$ cat config.mk
export PLATFORM = sky130hd
export DESIGN_NAME = ready_queue_with_removal_top_flat
export DESIGN_NICKNAME = d
export VERILOG_FILES = /design/src/rtl/rqr_pkg.sv /design/src/rtl/rqr_chan_if.sv /design/src/rtl/rqr_cell.sv /design/src/rtl/ready_queue_with_removal_top.sv /design/src/flat_wrapper.sv
export VERILOG_INCLUDE_DIRS = /design/src /design/src/rtl
export SDC_FILE = /design/constraint.sdc
export NUM_CORES = 1
export LEC_CHECK = 0
export BUFFER_PORTS_ARGS = -buffer_cell sky130_fd_sc_hd__buf_2
export CORE_AREA = 4 4 165 167
export CTS_CLUSTER_DIAMETER = 50
export DETAILED_ROUTE_END_ITERATION = 16
export DIE_AREA = 0 0 169 171
export GPL_TIMING_DRIVEN = 0
export SYNTH_ARGS = -nofsm -noshare
export SYNTH_HDL_FRONTEND = slang
export SYNTH_SLANG_ARGS = --single-unit
$ cat constraint.sdc
create_clock -name clock -period 8.1 [get_ports clock]
set_input_delay 1.62 -clock clock [delete_from_list [all_inputs] [get_ports clock]]
set_output_delay 1.62 -clock clock [all_outputs]
set_load 0.01 [all_outputs]
$ cat src/rtl/ready_queue_with_removal_top_macros.svh
// ----------------------------------------------------------------------------
// Ready queue assertion macros
// Short forms of the concurrent assertions used by the queue top level.
// ----------------------------------------------------------------------------
`ifndef READY_QUEUE_WITH_REMOVAL_TOP_MACROS_SVH
`define READY_QUEUE_WITH_REMOVAL_TOP_MACROS_SVH

// Consequent must hold in the same cycle as the antecedent.
`define RQR_ASSERT_SAME(lbl, clk, rst, ante, cons, msg) \
   lbl: assert property (@(posedge clk) disable iff (rst) (ante) |-> (cons)) else $error(msg);

// Consequent must hold in the cycle after the antecedent.
`define RQR_ASSERT_NEXT(lbl, clk, rst, ante, cons, msg) \
   lbl: assert property (@(posedge clk) disable iff (rst) (ante) |=> (cons)) else $error(msg);

`endif

$ cat src/rtl/rqr_pkg.sv
// ----------------------------------------------------------------------------
// Ready queue package
// Sizes, operation and status codes, and the control word for the cell row.
// ----------------------------------------------------------------------------
`default_nettype none

package rqr_pkg;

   localparam int QUEUE_DEPTH    = 16;
   localparam int ID_BITS        = 8;
   localparam int ENTRY_ID_WIDTH = 8;
   localparam int KIND_WIDTH     = 3;
   localparam int STATUS_WIDTH   = 2;
   localparam int COUNT_BITS     = $clog2(QUEUE_DEPTH + 1);

   typedef logic [ID_BITS-1:0]    id_type;
   typedef logic [COUNT_BITS-1:0] count_type;

   typedef enum logic [KIND_WIDTH-1:0] {
      KIND_PUSH_TAIL = 3'd0,
      KIND_PUSH_HEAD = 3'd1,
      KIND_REMOVE    = 3'd2,
      KIND_POP       = 3'd3,
      KIND_PEEK      = 3'd4
   } kind_type;

   typedef enum logic [STATUS_WIDTH-1:0] {
      ST_OK        = 2'd0,
      ST_EMPTY     = 2'd1,
      ST_FULL      = 2'd2,
      ST_NOT_FOUND = 2'd3
   } status_type;

   // What every cell does in the coming cycle.
   typedef enum logic [2:0] {
      CELL_HOLD,
      CELL_APPEND,
      CELL_SHIFT_IN,
      CELL_REMOVE,
      CELL_SHIFT_OUT
   } cell_op_type;

   typedef struct packed {
      cell_op_type op;
      id_type      key;
   } cell_ctrl_type;

endpackage

`default_nettype wire

$ cat src/rtl/rqr_chan_if.sv
// ----------------------------------------------------------------------------
// Ready queue channels
// Request and response channel interfaces with valid/ready handshakes.
// ----------------------------------------------------------------------------
`default_nettype none

interface rqr_req_if;
   import rqr_pkg::*;

   logic                      valid;
   logic                      ready;
   logic [KIND_WIDTH-1:0]     kind;
   logic [ENTRY_ID_WIDTH-1:0] entry_id;

   modport source (output valid, output kind, output entry_id, input ready);
   modport sink (input valid, input kind, input entry_id, output ready);
endinterface

interface rqr_rsp_if;
   import rqr_pkg::*;

   logic                      valid;
   logic                      ready;
   logic [STATUS_WIDTH-1:0]   status;
   logic [ENTRY_ID_WIDTH-1:0] head_id;
   logic                      head_valid;
   logic [COUNT_BITS-1:0]     occupancy;

   modport source (output valid, output status, output head_id, output head_valid,
                   output occupancy, input ready);
   modport sink (input valid, input status, input head_id, input head_valid,
                 input occupancy, output ready);
endinterface

`default_nettype wire

$ cat src/rtl/rqr_cell.sv
// ----------------------------------------------------------------------------
// Ready queue cell
// One queue slot; loads from its neighbors and flags a match with the key.
// ----------------------------------------------------------------------------
`default_nettype none

module rqr_cell (
   input  logic                  clock,
   input  rqr_pkg::cell_ctrl_type ctrl,
   input  logic                  occupied,
   input  logic                  is_tail,
   input  rqr_pkg::id_type       left_id,
   input  rqr_pkg::id_type       right_id,
   input  logic                  match_in,
   output logic                  match_out,
   output rqr_pkg::id_type       id_out
);
   import rqr_pkg::*;

   id_type id_ff;
   id_type id_in;

   // A match here or anywhere nearer the head moves this slot during a removal.
   assign match_out = match_in || (occupied && (id_ff == ctrl.key));
   assign id_out    = id_ff;

   always_comb begin
      id_in = id_ff;
      unique case (ctrl.op)
         CELL_APPEND: begin
            if (is_tail) begin
               id_in = ctrl.key;
            end
         end
         CELL_SHIFT_IN:  id_in = left_id;
         CELL_REMOVE: begin
            if (match_out) begin
               id_in = right_id;
            end
         end
         CELL_SHIFT_OUT: id_in = right_id;
         default:        id_in = id_ff;
      endcase
   end

   always_ff @(posedge clock) begin
      id_ff <= id_in;
   end

endmodule

`default_nettype wire

$ cat src/rtl/ready_queue_with_removal_top.sv
// ----------------------------------------------------------------------------
// Ready queue with removal by identifier
// Bounded deque of task identifiers held in a row of shifting cells.
// ----------------------------------------------------------------------------
//
//   Channel    Dir  Handshake     Word contents
//   req_chan   in   valid/ready   kind, entry_id
//   rsp_chan   out  valid/ready   status, head_id, head_valid, occupancy
//
// Every accepted request word is executed in the cycle it is accepted, so the
// block sustains one word per cycle while rsp_chan.ready stays high; the row
// of cells compares and shifts all slots in that same cycle. The response
// word is registered and appears in the following cycle. Reset (synchronous,
// active high) empties the queue and drops any pending response; no request
// is taken while reset is high. Slot contents are not cleared since slots
// beyond the count are never read. While a response waits for rsp_chan.ready,
// a new request is taken only if that response leaves in the same cycle.
// ----------------------------------------------------------------------------
`default_nettype none

`include "ready_queue_with_removal_top_macros.svh"

module ready_queue_with_removal_top (
   input  logic      clock,
   input  logic      reset,
   rqr_req_if.sink   req_chan,
   rqr_rsp_if.source rsp_chan
);
   import rqr_pkg::*;

   // Queue state: the count lives here, the identifiers live in the cells.
   count_type     count_ff;
   count_type     count_in;
   id_type        ids [QUEUE_DEPTH];
   logic          match_chain [QUEUE_DEPTH+1];
   cell_op_type   cell_op;
   cell_ctrl_type ctrl;

   // Response register.
   logic                      rsp_valid_ff;
   status_type                status_ff;
   status_type                status_in;
   logic [ENTRY_ID_WIDTH-1:0] head_id_ff;
   logic [ENTRY_ID_WIDTH-1:0] head_id_in;
   logic                      head_valid_ff;
   logic                      head_valid_in;
   count_type                 occupancy_ff;

   logic     accept;
   kind_type kind;
   logic     full;
   logic     empty;
   logic     found;

   // A request is taken when the response register is free or emptying now.
   assign req_chan.ready = !reset && (!rsp_valid_ff || rsp_chan.ready);
   assign accept         = req_chan.valid && req_chan.ready;

   assign kind  = kind_type'(req_chan.kind);
   assign ctrl  = '{op: cell_op, key: req_chan.entry_id[ID_BITS-1:0]};
   assign full  = (count_ff == COUNT_BITS'(QUEUE_DEPTH));
   assign empty = (count_ff == '0);

   // The match chain runs from the head; its far end says whether any
   // occupied slot holds the key.
   assign match_chain[0] = 1'b0;
   assign found          = match_chain[QUEUE_DEPTH];

   for (genvar i = 0; i < QUEUE_DEPTH; i++) begin : g_cell
      id_type left_id;
      id_type right_id;

      if (i == 0) begin : g_head
         assign left_id = ctrl.key;
      end else begin : g_body
         assign left_id = ids[i-1];
      end

      if (i == QUEUE_DEPTH - 1) begin : g_last
         assign right_id = ids[i];
      end else begin : g_inner
         assign right_id = ids[i+1];
      end

      rqr_cell u_cell (
         .clock     (clock),
         .ctrl      (ctrl),
         .occupied  (COUNT_BITS'(i) < count_ff),
         .is_tail   (COUNT_BITS'(i) == count_ff),
         .left_id   (left_id),
         .right_id  (right_id),
         .match_in  (match_chain[i]),
         .match_out (match_chain[i+1]),
         .id_out    (ids[i])
      );
   end

   // Decode the request into a cell command, a new count and a response.
   // Refused requests leave the cells holding and the count unchanged.
   always_comb begin
      cell_op       = CELL_HOLD;
      count_in      = count_ff;
      status_in     = ST_OK;
      head_id_in    = '0;
      head_valid_in = 1'b0;
      unique case (kind)
         KIND_PUSH_TAIL, KIND_PUSH_HEAD: begin
            if (full) begin
               status_in = ST_FULL;
            end else begin
               cell_op  = (kind == KIND_PUSH_TAIL) ? CELL_APPEND : CELL_SHIFT_IN;
               count_in = count_ff + count_type'(1);
            end
         end
         KIND_REMOVE: begin
            if (empty) begin
               status_in = ST_EMPTY;
            end else if (!found) begin
               status_in = ST_NOT_FOUND;
            end else begin
               cell_op  = CELL_REMOVE;
               count_in = count_ff - count_type'(1);
            end
         end
         KIND_POP, KIND_PEEK: begin
            if (empty) begin
               status_in = ST_EMPTY;
            end else begin
               head_id_in    = ENTRY_ID_WIDTH'(ids[0]);
               head_valid_in = 1'b1;
               if (kind == KIND_POP) begin
                  cell_op  = CELL_SHIFT_OUT;
                  count_in = count_ff - count_type'(1);
               end
            end
         end
         default: begin
            status_in = ST_OK;
         end
      endcase
      if (!accept) begin
         cell_op  = CELL_HOLD;
         count_in = count_ff;
      end
   end

   always_ff @(posedge clock) begin
      if (reset) begin
         count_ff     <= '0;
         rsp_valid_ff <= 1'b0;
      end else begin
         count_ff <= count_in;
         if (accept) begin
            rsp_valid_ff <= 1'b1;
         end else if (rsp_chan.ready) begin
            rsp_valid_ff <= 1'b0;
         end
      end
   end

   // Response payload is loaded with every accepted word.
   always_ff @(posedge clock) begin
      if (accept) begin
         status_ff     <= status_in;
         head_id_ff    <= head_id_in;
         head_valid_ff <= head_valid_in;
         occupancy_ff  <= count_in;
      end
   end

   assign rsp_chan.valid      = rsp_valid_ff;
   assign rsp_chan.status     = status_ff;
   assign rsp_chan.head_id    = head_id_ff;
   assign rsp_chan.head_valid = head_valid_ff;
   assign rsp_chan.occupancy  = occupancy_ff;

   // The count must never pass the depth.
   `RQR_ASSERT_SAME(a_count_bound, clock, reset, 1'b1,
      count_ff <= COUNT_BITS'(QUEUE_DEPTH), "queue count beyond depth")

   // Every accepted word leaves a response pending in the next cycle.
   `RQR_ASSERT_NEXT(a_rsp_follows, clock, reset, accept,
      rsp_valid_ff && occupancy_ff == count_ff, "response missing after accept")

   // A successful pop returns the old head and shrinks the queue by one.
   `RQR_ASSERT_NEXT(a_pop_head, clock, reset, accept && kind == KIND_POP && !empty,
      head_id_ff == ENTRY_ID_WIDTH'($past(ids[0])) && count_ff == $past(count_ff) - count_type'(1),
      "pop returned wrong head or count")

endmodule

`default_nettype wire

$ cat src/flat_wrapper.sv
// flat-port wrapper written by rule: the top's interface ports become plain ports
module ready_queue_with_removal_top_flat import rqr_pkg::*;
  (clock, reset, req_chan_valid, req_chan_kind, req_chan_entry_id, req_chan_ready, rsp_chan_valid, rsp_chan_status, rsp_chan_head_id, rsp_chan_head_valid, rsp_chan_occupancy, rsp_chan_ready);
  rqr_req_if req_chan_i ();
  rqr_rsp_if rsp_chan_i ();
  input  logic clock;
  input  logic reset;
  input wire logic [$bits(req_chan_i.valid)-1:0] req_chan_valid;
  input wire logic [$bits(req_chan_i.kind)-1:0] req_chan_kind;
  input wire logic [$bits(req_chan_i.entry_id)-1:0] req_chan_entry_id;
  output wire logic [$bits(req_chan_i.ready)-1:0] req_chan_ready;
  output wire logic [$bits(rsp_chan_i.valid)-1:0] rsp_chan_valid;
  output wire logic [$bits(rsp_chan_i.status)-1:0] rsp_chan_status;
  output wire logic [$bits(rsp_chan_i.head_id)-1:0] rsp_chan_head_id;
  output wire logic [$bits(rsp_chan_i.head_valid)-1:0] rsp_chan_head_valid;
  output wire logic [$bits(rsp_chan_i.occupancy)-1:0] rsp_chan_occupancy;
  input wire logic [$bits(rsp_chan_i.ready)-1:0] rsp_chan_ready;
  assign req_chan_i.valid = req_chan_valid;
  assign req_chan_i.kind = req_chan_kind;
  assign req_chan_i.entry_id = req_chan_entry_id;
  assign req_chan_ready = req_chan_i.ready;
  assign rsp_chan_valid = rsp_chan_i.valid;
  assign rsp_chan_status = rsp_chan_i.status;
  assign rsp_chan_head_id = rsp_chan_i.head_id;
  assign rsp_chan_head_valid = rsp_chan_i.head_valid;
  assign rsp_chan_occupancy = rsp_chan_i.occupancy;
  assign rsp_chan_i.ready = rsp_chan_ready;
  ready_queue_with_removal_top u_core (.clock(clock), .reset(reset), .req_chan(req_chan_i), .rsp_chan(rsp_chan_i));
endmodule
== After elaboration in Yosys (flattened, before gate mapping) ==
Cells that the tools add are included.

* Flip-flop bits (word level): 150
* Input port bits: 15
* Logic and storage cells: 242

* Bitwise logic cells: 1
* Reduce and logical (&&, ||, !) cells: 60
* $lt $le $gt $ge: 16
* Equal/unequal tests: 71
* Add/subtract/negate cells: 2
* Multiplexer cells: 70

{| class="wikitable"
|+ Operators with widths
! cell !! count
|-
| one-hot mux 8 bit (4 select lines) || 15
|-
| 2-to-1 mux 8 bit || 31
|-
| equality test 8 bit || 16
|-
| != test 2 bit, second input constant || 30
|-
| AND reduction 3 bit || 15
|-
| equality test 4 x 5 -> 1 bit, first input constant || 8
|-
| < comparator 4 x 5 -> 1 bit, first input constant || 8
|-
| 2-to-1 mux 5 bit || 6
|-
| equality test 3 x 5 -> 1 bit, first input constant || 4
|-
| < comparator 3 x 5 -> 1 bit, first input constant || 4
|-
| logical AND 1 bit || 18
|-
| logical OR 1 bit || 16
|-
| one-hot mux 8 bit (2 select lines) || 1
|-
| 2-to-1 mux 3 bit || 5
|-
| one-hot mux 5 bit (3 select lines) || 1
|-
| equality test 3 x 2 -> 1 bit, second input constant || 4
|-
| equality test 2 x 5 -> 1 bit, first input constant || 2
|-
| < comparator 1 x 5 -> 1 bit, first input constant || 2
|-
| < comparator 2 x 5 -> 1 bit, first input constant || 2
|-
| 2-to-1 mux 2 bit || 5
|-
| one-hot mux 3 bit (3 select lines) || 1
|-
| equality test 3 x 1 -> 1 bit, second input constant || 2
|-
| equality test 3 bit, second input constant || 2
|-
| one-hot mux 2 bit (3 select lines) || 1
|-
| 14 further kinds || 21
|}

== Longest topological paths before layout ==
* Depth in word-level cells: 24
* Mapped depth: 12

== Hierarchy ==
From an unflattened synthesis, not the netlist that was laid out.

* Cells, all modules: 1517
* Area total of the unflattened synthesis: 13050.0 µm²

{| class="wikitable"
|+ By module, submodules not included
! module !! times used !! cells each !! area each (µm²)
|-
| rqr_cell at u_core.g_cell[0].u_cell ... || 13 || 84 || 723.2
|-
| rqr_cell at u_core.g_cell[7].u_cell ... || 3 || 85 || 708.2
|-
| ready_queue_with_removal_top || 1 || 170 || 1524.0
|}

== Worst setup path before layout ==
Ideal clock, no wire load.

* Kind: input port to flip-flop
* Start point: input port rsp_chan_ready
* End point: register u_core.g_cell[15].u_cell.id_ff[0] (enable)
* Data required time: 7.702 ns
* Arrival time: 3.978 ns
* Setup slack: 3.725 ns
* Library setup time: 0.398 ns
* Stages: 8
* Cells stage by stage: nand2b_1 nand3_1 inv_1 nand2b_1 or3_1 clkbuf_1 clkbuf_1 o41ai_1

* Word-level cells in the longest chain between the ends: 7

{| class="wikitable"
|+ Ends and longest elaborated chain
! item !! line !! source
|-
| from (decl) || flat_wrapper.sv:17 || <nowiki>input wire logic [$bits(rsp_chan_i.ready)-1:0] rsp_chan_ready;</nowiki>
|-
| logical OR 1 bit * || ready_queue_with_removal_top.sv:56 || <nowiki>assign req_chan.ready = !reset && (!rsp_valid_ff || rsp_chan.ready);</nowiki>
|-
| logical AND 1 bit * || ready_queue_with_removal_top.sv:56 ||
|-
| logical AND 1 bit * || ready_queue_with_removal_top.sv:57 || <nowiki>assign accept = req_chan.valid && req_chan.ready;</nowiki>
|-
| named net u_core.accept || ready_queue_with_removal_top.sv:49 || <nowiki>logic accept;</nowiki>
|-
| 2-to-1 mux 3 bit * || ready_queue_with_removal_top.sv:141 || <nowiki>if (!accept) begin</nowiki>
|-
| equality test 3 x 1 -> 1 bit / equality test 3 x 2 -> 1 bit (equally long branches) || rqr_cell.sv:29 || <nowiki>unique case (ctrl.op)</nowiki>
|-
| != test 2 bit (no line) / nonzero test 2 bit (equally long branches) || -- ||
|-
| AND reduction 2 bit (no line) * || -- ||
|-
| to (signal assigned) || rqr_cell.sv:47 || <nowiki>id_ff <= id_in;</nowiki>
|-
| to (decl) || rqr_cell.sv:20 || <nowiki>id_type id_ff;</nowiki>
|}

Mark *: on every way through the listed nets, which the timed path passes. The rest lies on a longest branch.
A chain may end at the register's enable or synchronous reset.

== Worst setup path in the final report ==
* Start point: input port req_chan_entry_id[7]
* End point: register u_core.g_cell[8].u_cell.id_ff[3], data pin

* Word-level cells in the longest chain between the ends: 23

{| class="wikitable"
|+ Ends and longest elaborated chain
! item !! line !! source
|-
| from (decl) || flat_wrapper.sv:10 || <nowiki>input wire logic [$bits(req_chan_i.entry_id)-1:0] req_chan_entry_id;</nowiki>
|-
| equality test 8 bit || rqr_cell.sv:24 || <nowiki>assign match_out = match_in || (occupied && (id_ff == ctrl.key));</nowiki>
|-
| logical AND 1 bit || rqr_cell.sv:24 ||
|-
| logical OR 1 bit (14 in a row) || rqr_cell.sv:24 ||
|-
| logical OR 1 bit * || rqr_cell.sv:24 ||
|-
| 2-to-1 mux 2 bit * || ready_queue_with_removal_top.sv:118 || <nowiki>end else if (!found) begin</nowiki>
|-
| 2-to-1 mux 3 bit * || ready_queue_with_removal_top.sv:116 || <nowiki>if (empty) begin</nowiki>
|-
| one-hot mux 3 bit (3 select lines) * || ready_queue_with_removal_top.sv:106 || <nowiki>unique case (kind)</nowiki>
|-
| 2-to-1 mux 3 bit * || ready_queue_with_removal_top.sv:141 ||
|-
| equality test 3 bit, or another cell as far along || rqr_cell.sv:29 ||
|-
| one-hot mux 8 bit (4 select lines) * || rqr_cell.sv:29 ||
|-
| named net u_core.g_cell[8].u_cell.id_in[3] || rqr_cell.sv:21 || <nowiki>id_type id_in;</nowiki>
|-
| to (signal assigned) || rqr_cell.sv:47 ||
|-
| to (decl) || rqr_cell.sv:20 ||
|}

Marks and branches as above.

==> results.py <==
metrics = {
    "clock_network": {
        "cts.htree.levels": 4,
        "cts.sinks": 150,
        "path_clk_slew_ns": 0.07,
        "clock_latency_ns": 0.44,
        "cts_hold_buf": 0,
        "clk_path_buf_depth": 2,
        "cts_resized": 0,
        "cts_tree": "yes",
        "postCtsSetupRepairBufs": 0,
        "cts_inserted_buffers": 17,
        "cts_root_buffer": "clkbuf_16",
    },
    "synthesis": {
        "netlist_area_um2": 10200,
        "synthAdderAreaFrac_pct": 0.614,
        "synth-main-ff-cell": "edfxtp_1",
        "syn_nets": 1057,
        "ys_ff_latch": 150,
        "synthDistinctLibCells": 65,
        "synth.area.mux_share_pct": 1.08,
        "syn_inst": 1037,
        "async_flop_share_pct": 0,
        "synth_compound_area_share_pct": 24.4,
        "yosysWarningCount": 0,
        "synthSimpleGateAreaFrac_pct": 14.4,
        "synth-seq-area-share_pct": 43.6,
        "synth.avg_cell_area_um2": 9.82,
        "synth_top_family_by_area": "compound AO/OA/AOI/OAI gates",
        "synth_xor_xnor_area_share_pct": 11.2,
        "synth_enable_flop_cells": 144,
    },
    "sta": {
        "maxSlewViolCount": 0,
        "period_needed_ns": 5.17,
        "fmax_mhz": 194,
        "finalSetupViolCount": 0,
        "fin_crit_sh_pct": 63.8,
        "tns_ns": 0,
        "rsz0062_at_grt": "false",
        "hold_viol_final": 0,
        "skew_ns": 0.0104,
        "tightest_slew_ns": 1.35,
        "relSlewSlack_pct": 9.54,
    },
    "placement": {
        "dp.cells": 1404,
        "port_buffers": 30,
        "gp_congestion": 0.953,
        "hpwl_mm": 26.8,
    },
    "critical_path": {
        "start_kind": "primary input",
        "worst-r2r-setup-slack_ns": 3.23,
        "critPathCaptureType": "register",
        "r2r_end": "u_core.g_cell[8].u_cell.id_out[3]",
        "path_max_fanout": 10,
        "arrival_ns": 5.29,
        "worstSetupPathType": "in2reg",
        "critPathRequiredTime_ns": 8.22,
        "reg2reg_from": "u_core.count_ff[1]",
        "r2r_cells": 10,
    },
    "run": {
        "maxCapViolations": 0,
    },
    "layout": {
        "num_antenna_cells": 0,
        "layout-drive-gt1-share_pct": 11.9,
        "n_fill_cell": 2422,
        "regArea_um2": 4440,
        "multi_input_area_um2": 5310,
        "mostFrequentLayoutCells": "nand2_1 (153), edfxtp_1 (144), o211ai_1 (130), a22oi_1 (113), xor2_1 (76)",
        "syn2layout_area_growth_pct": 12.5,
        "fin_cells": 1436,
        "final_nets": 1108,
        "layout_commonest_cell": "nand2_1",
    },
    "floorplan": {
        "die_w_um": 169,
        "num_rows": 59,
        "initial_core_util_pct": 39.5,
        "boundaryPins": 33,
        "core_um2": 25800,
        "die_area_um2": 28900,
        "die_h_um": 171,
    },
    "min_path": {
        "hp-class": "reg2reg",
        "hold_depth": 3,
        "worstHoldStart": "u_core.rsp_chan.valid",
        "min_to": "u_core.rsp_chan.valid",
    },
    "global_routing": {
        "gr-total-overflow": 0,
        "antenna_found_initial": 0,
        "grt_first_pass_wirelength_mm": 55.3,
        "grt_pass1_vias": 8798,
        "grt_usage_pct": 25.2,
        "grt_max_degree": 18,
    },
    "detailed_routing": {
        "drt_iter0_drc": 1226,
        "wire_per_inst_um": 25.8,
        "drc": 0,
        "drt_wl_total_mm": 37.0,
        "drt-pass1-iter-count": 6,
        "viasPerCell": 6.57,
        "vias": 9438,
        "antenna_left": 0,
    },
    "pwr": {
        "p_per_area_nw_per_um2": 177,
        "p_sw_share_pct": 25.7,
        "finalPower_mw": 2.03,
        "p_sw_mw": 0.520,
        "internal_power_mw": 1.51,
        "irDropWorstVdd_uv": 99.0,
        "clkPwrFrac_pct": 43.7,
        "power_frac_seq_pct": 44.4,
        "power_leakage_nw": 3.29,
        "power_frac_comb_pct": 11.9,
    },
    "outcome": {
        "outcome": "finished, final reports clean",
    },
}
metal layers:
metal	global-route usage, %	share of wire, %
met3	5.20	11
met4	10.4	4.1
met5	0	0
met1	36.2	42
met2	37.3	43
synthesized netlist by cell type, types with 19 or more instances:
master,count,area share [%]
nand2_1,153,5.6
xnor2_1,54,4.6
o21ai_0,19,0.93
nand4_1,20,1.2
o211ai_1,130,9.6
nor3_1,22,1.1
buf_2,23,1.1
edfxtp_1,144,42
a22oi_1,113,8.3
clkbuf_1,58,2.1
a21oi_1,21,1.0
nor2_1,25,0.92
xor2_1,76,6.5
worst max-delay path: stages:
cell and delay, ns:
buf_2 0.13, buf_4 0.21, xor2_1 0.20, nor4_1 0.62, nand3_1 0.29, nand3_1 0.25, or2_1 0.12, buf_2 0.19
buf_2 0.25, o31a_1 0.41, clkbuf_1 0.76, o211ai_1 0.22
power by group through the flow:
stage          Sequential, mW  Combinational [mW]  Clock, mW
2_1_floorplan           0.909               0.155          0
3_3_place_gp            0.915               0.231          0
3_5_place_dp            0.915               0.233          0
4_1_cts                 0.899               0.234      0.887
5_1_grt                 0.901               0.256      0.920
6_report                0.900               0.240      0.885
how the worst max path moves through the flow:
stage / start / end / slack [ns]
final: req_chan_entry_id[7] / u_core.g_cell[8].u_cell.id_out[3] / 2.93
after global placement: req_chan_entry_id[5] / u_core.g_cell[10].u_cell.id_out[1] / 2.19
after global routing: req_chan_entry_id[6] / u_core.g_cell[12].u_cell.id_out[6] / 2.88
after CTS: req_chan_entry_id[6] / u_core.g_cell[4].u_cell.id_out[2] / 2.99
after detailed placement: req_chan_entry_id[5] / u_core.g_cell[4].u_cell.id_out[5] / 2.56
after floorplan: rsp_chan_ready / u_core.g_cell[15].u_cell.id_out[0] / 3.72
final cells by class:
class | count | share of cell area [%]
Multi-Input combinational cell | 783 | 46.3
Clock buffer | 19 | 3.78
Sequential cell | 150 | 38.8
Inverter | 6 | 0.197
Tap cell | 335 | 3.66
Clock inverter | 13 | 1.78
Timing Repair Buffer | 32 | 1.47
Buffer | 98 | 3.99
logic make-up (layout without fill, tap and decap cells):
kind of cell	count (synthesis)	after routing
AOI/OAI and AO/OA	339	339
xor gates and xnor gates	130	130
adders and majority gates	5	5
buffers and inverters	104	168
DFF	150	150
muxes	10	10
and+or+nand+nor	299	299
through the flow:
stage	utilization (%)	hold slack, ns	setup slack [ns]	instance area, um2
2_1_floorplan	-	0.573	3.72	10200
3_3_place_gp	41.7	0.604	2.19	10800
3_5_place_dp	41.9	0.618	2.56	10800
4_1_cts	44.4	0.631	2.99	11400
5_1_grt	44.5	0.670	2.88	11500
6_report	44.5	0.626	2.93	11500
state kept, by name, indices dropped and copies added, names as in the netlist:
| register | flops |
|---|---|
| u_core.rsp_chan.occupancy | 5 |
| u_core.rsp_chan.valid | 1 |
| u_core.rsp_chan.status | 2 |
| u_core.count_ff | 5 |
| u_core.rsp_chan.head_valid | 1 |
| u_core.rsp_chan.head_id | 8 |
| u_core.g_cell.u_cell.id_out | 128 |
Power figures use the tool's default switching activity.
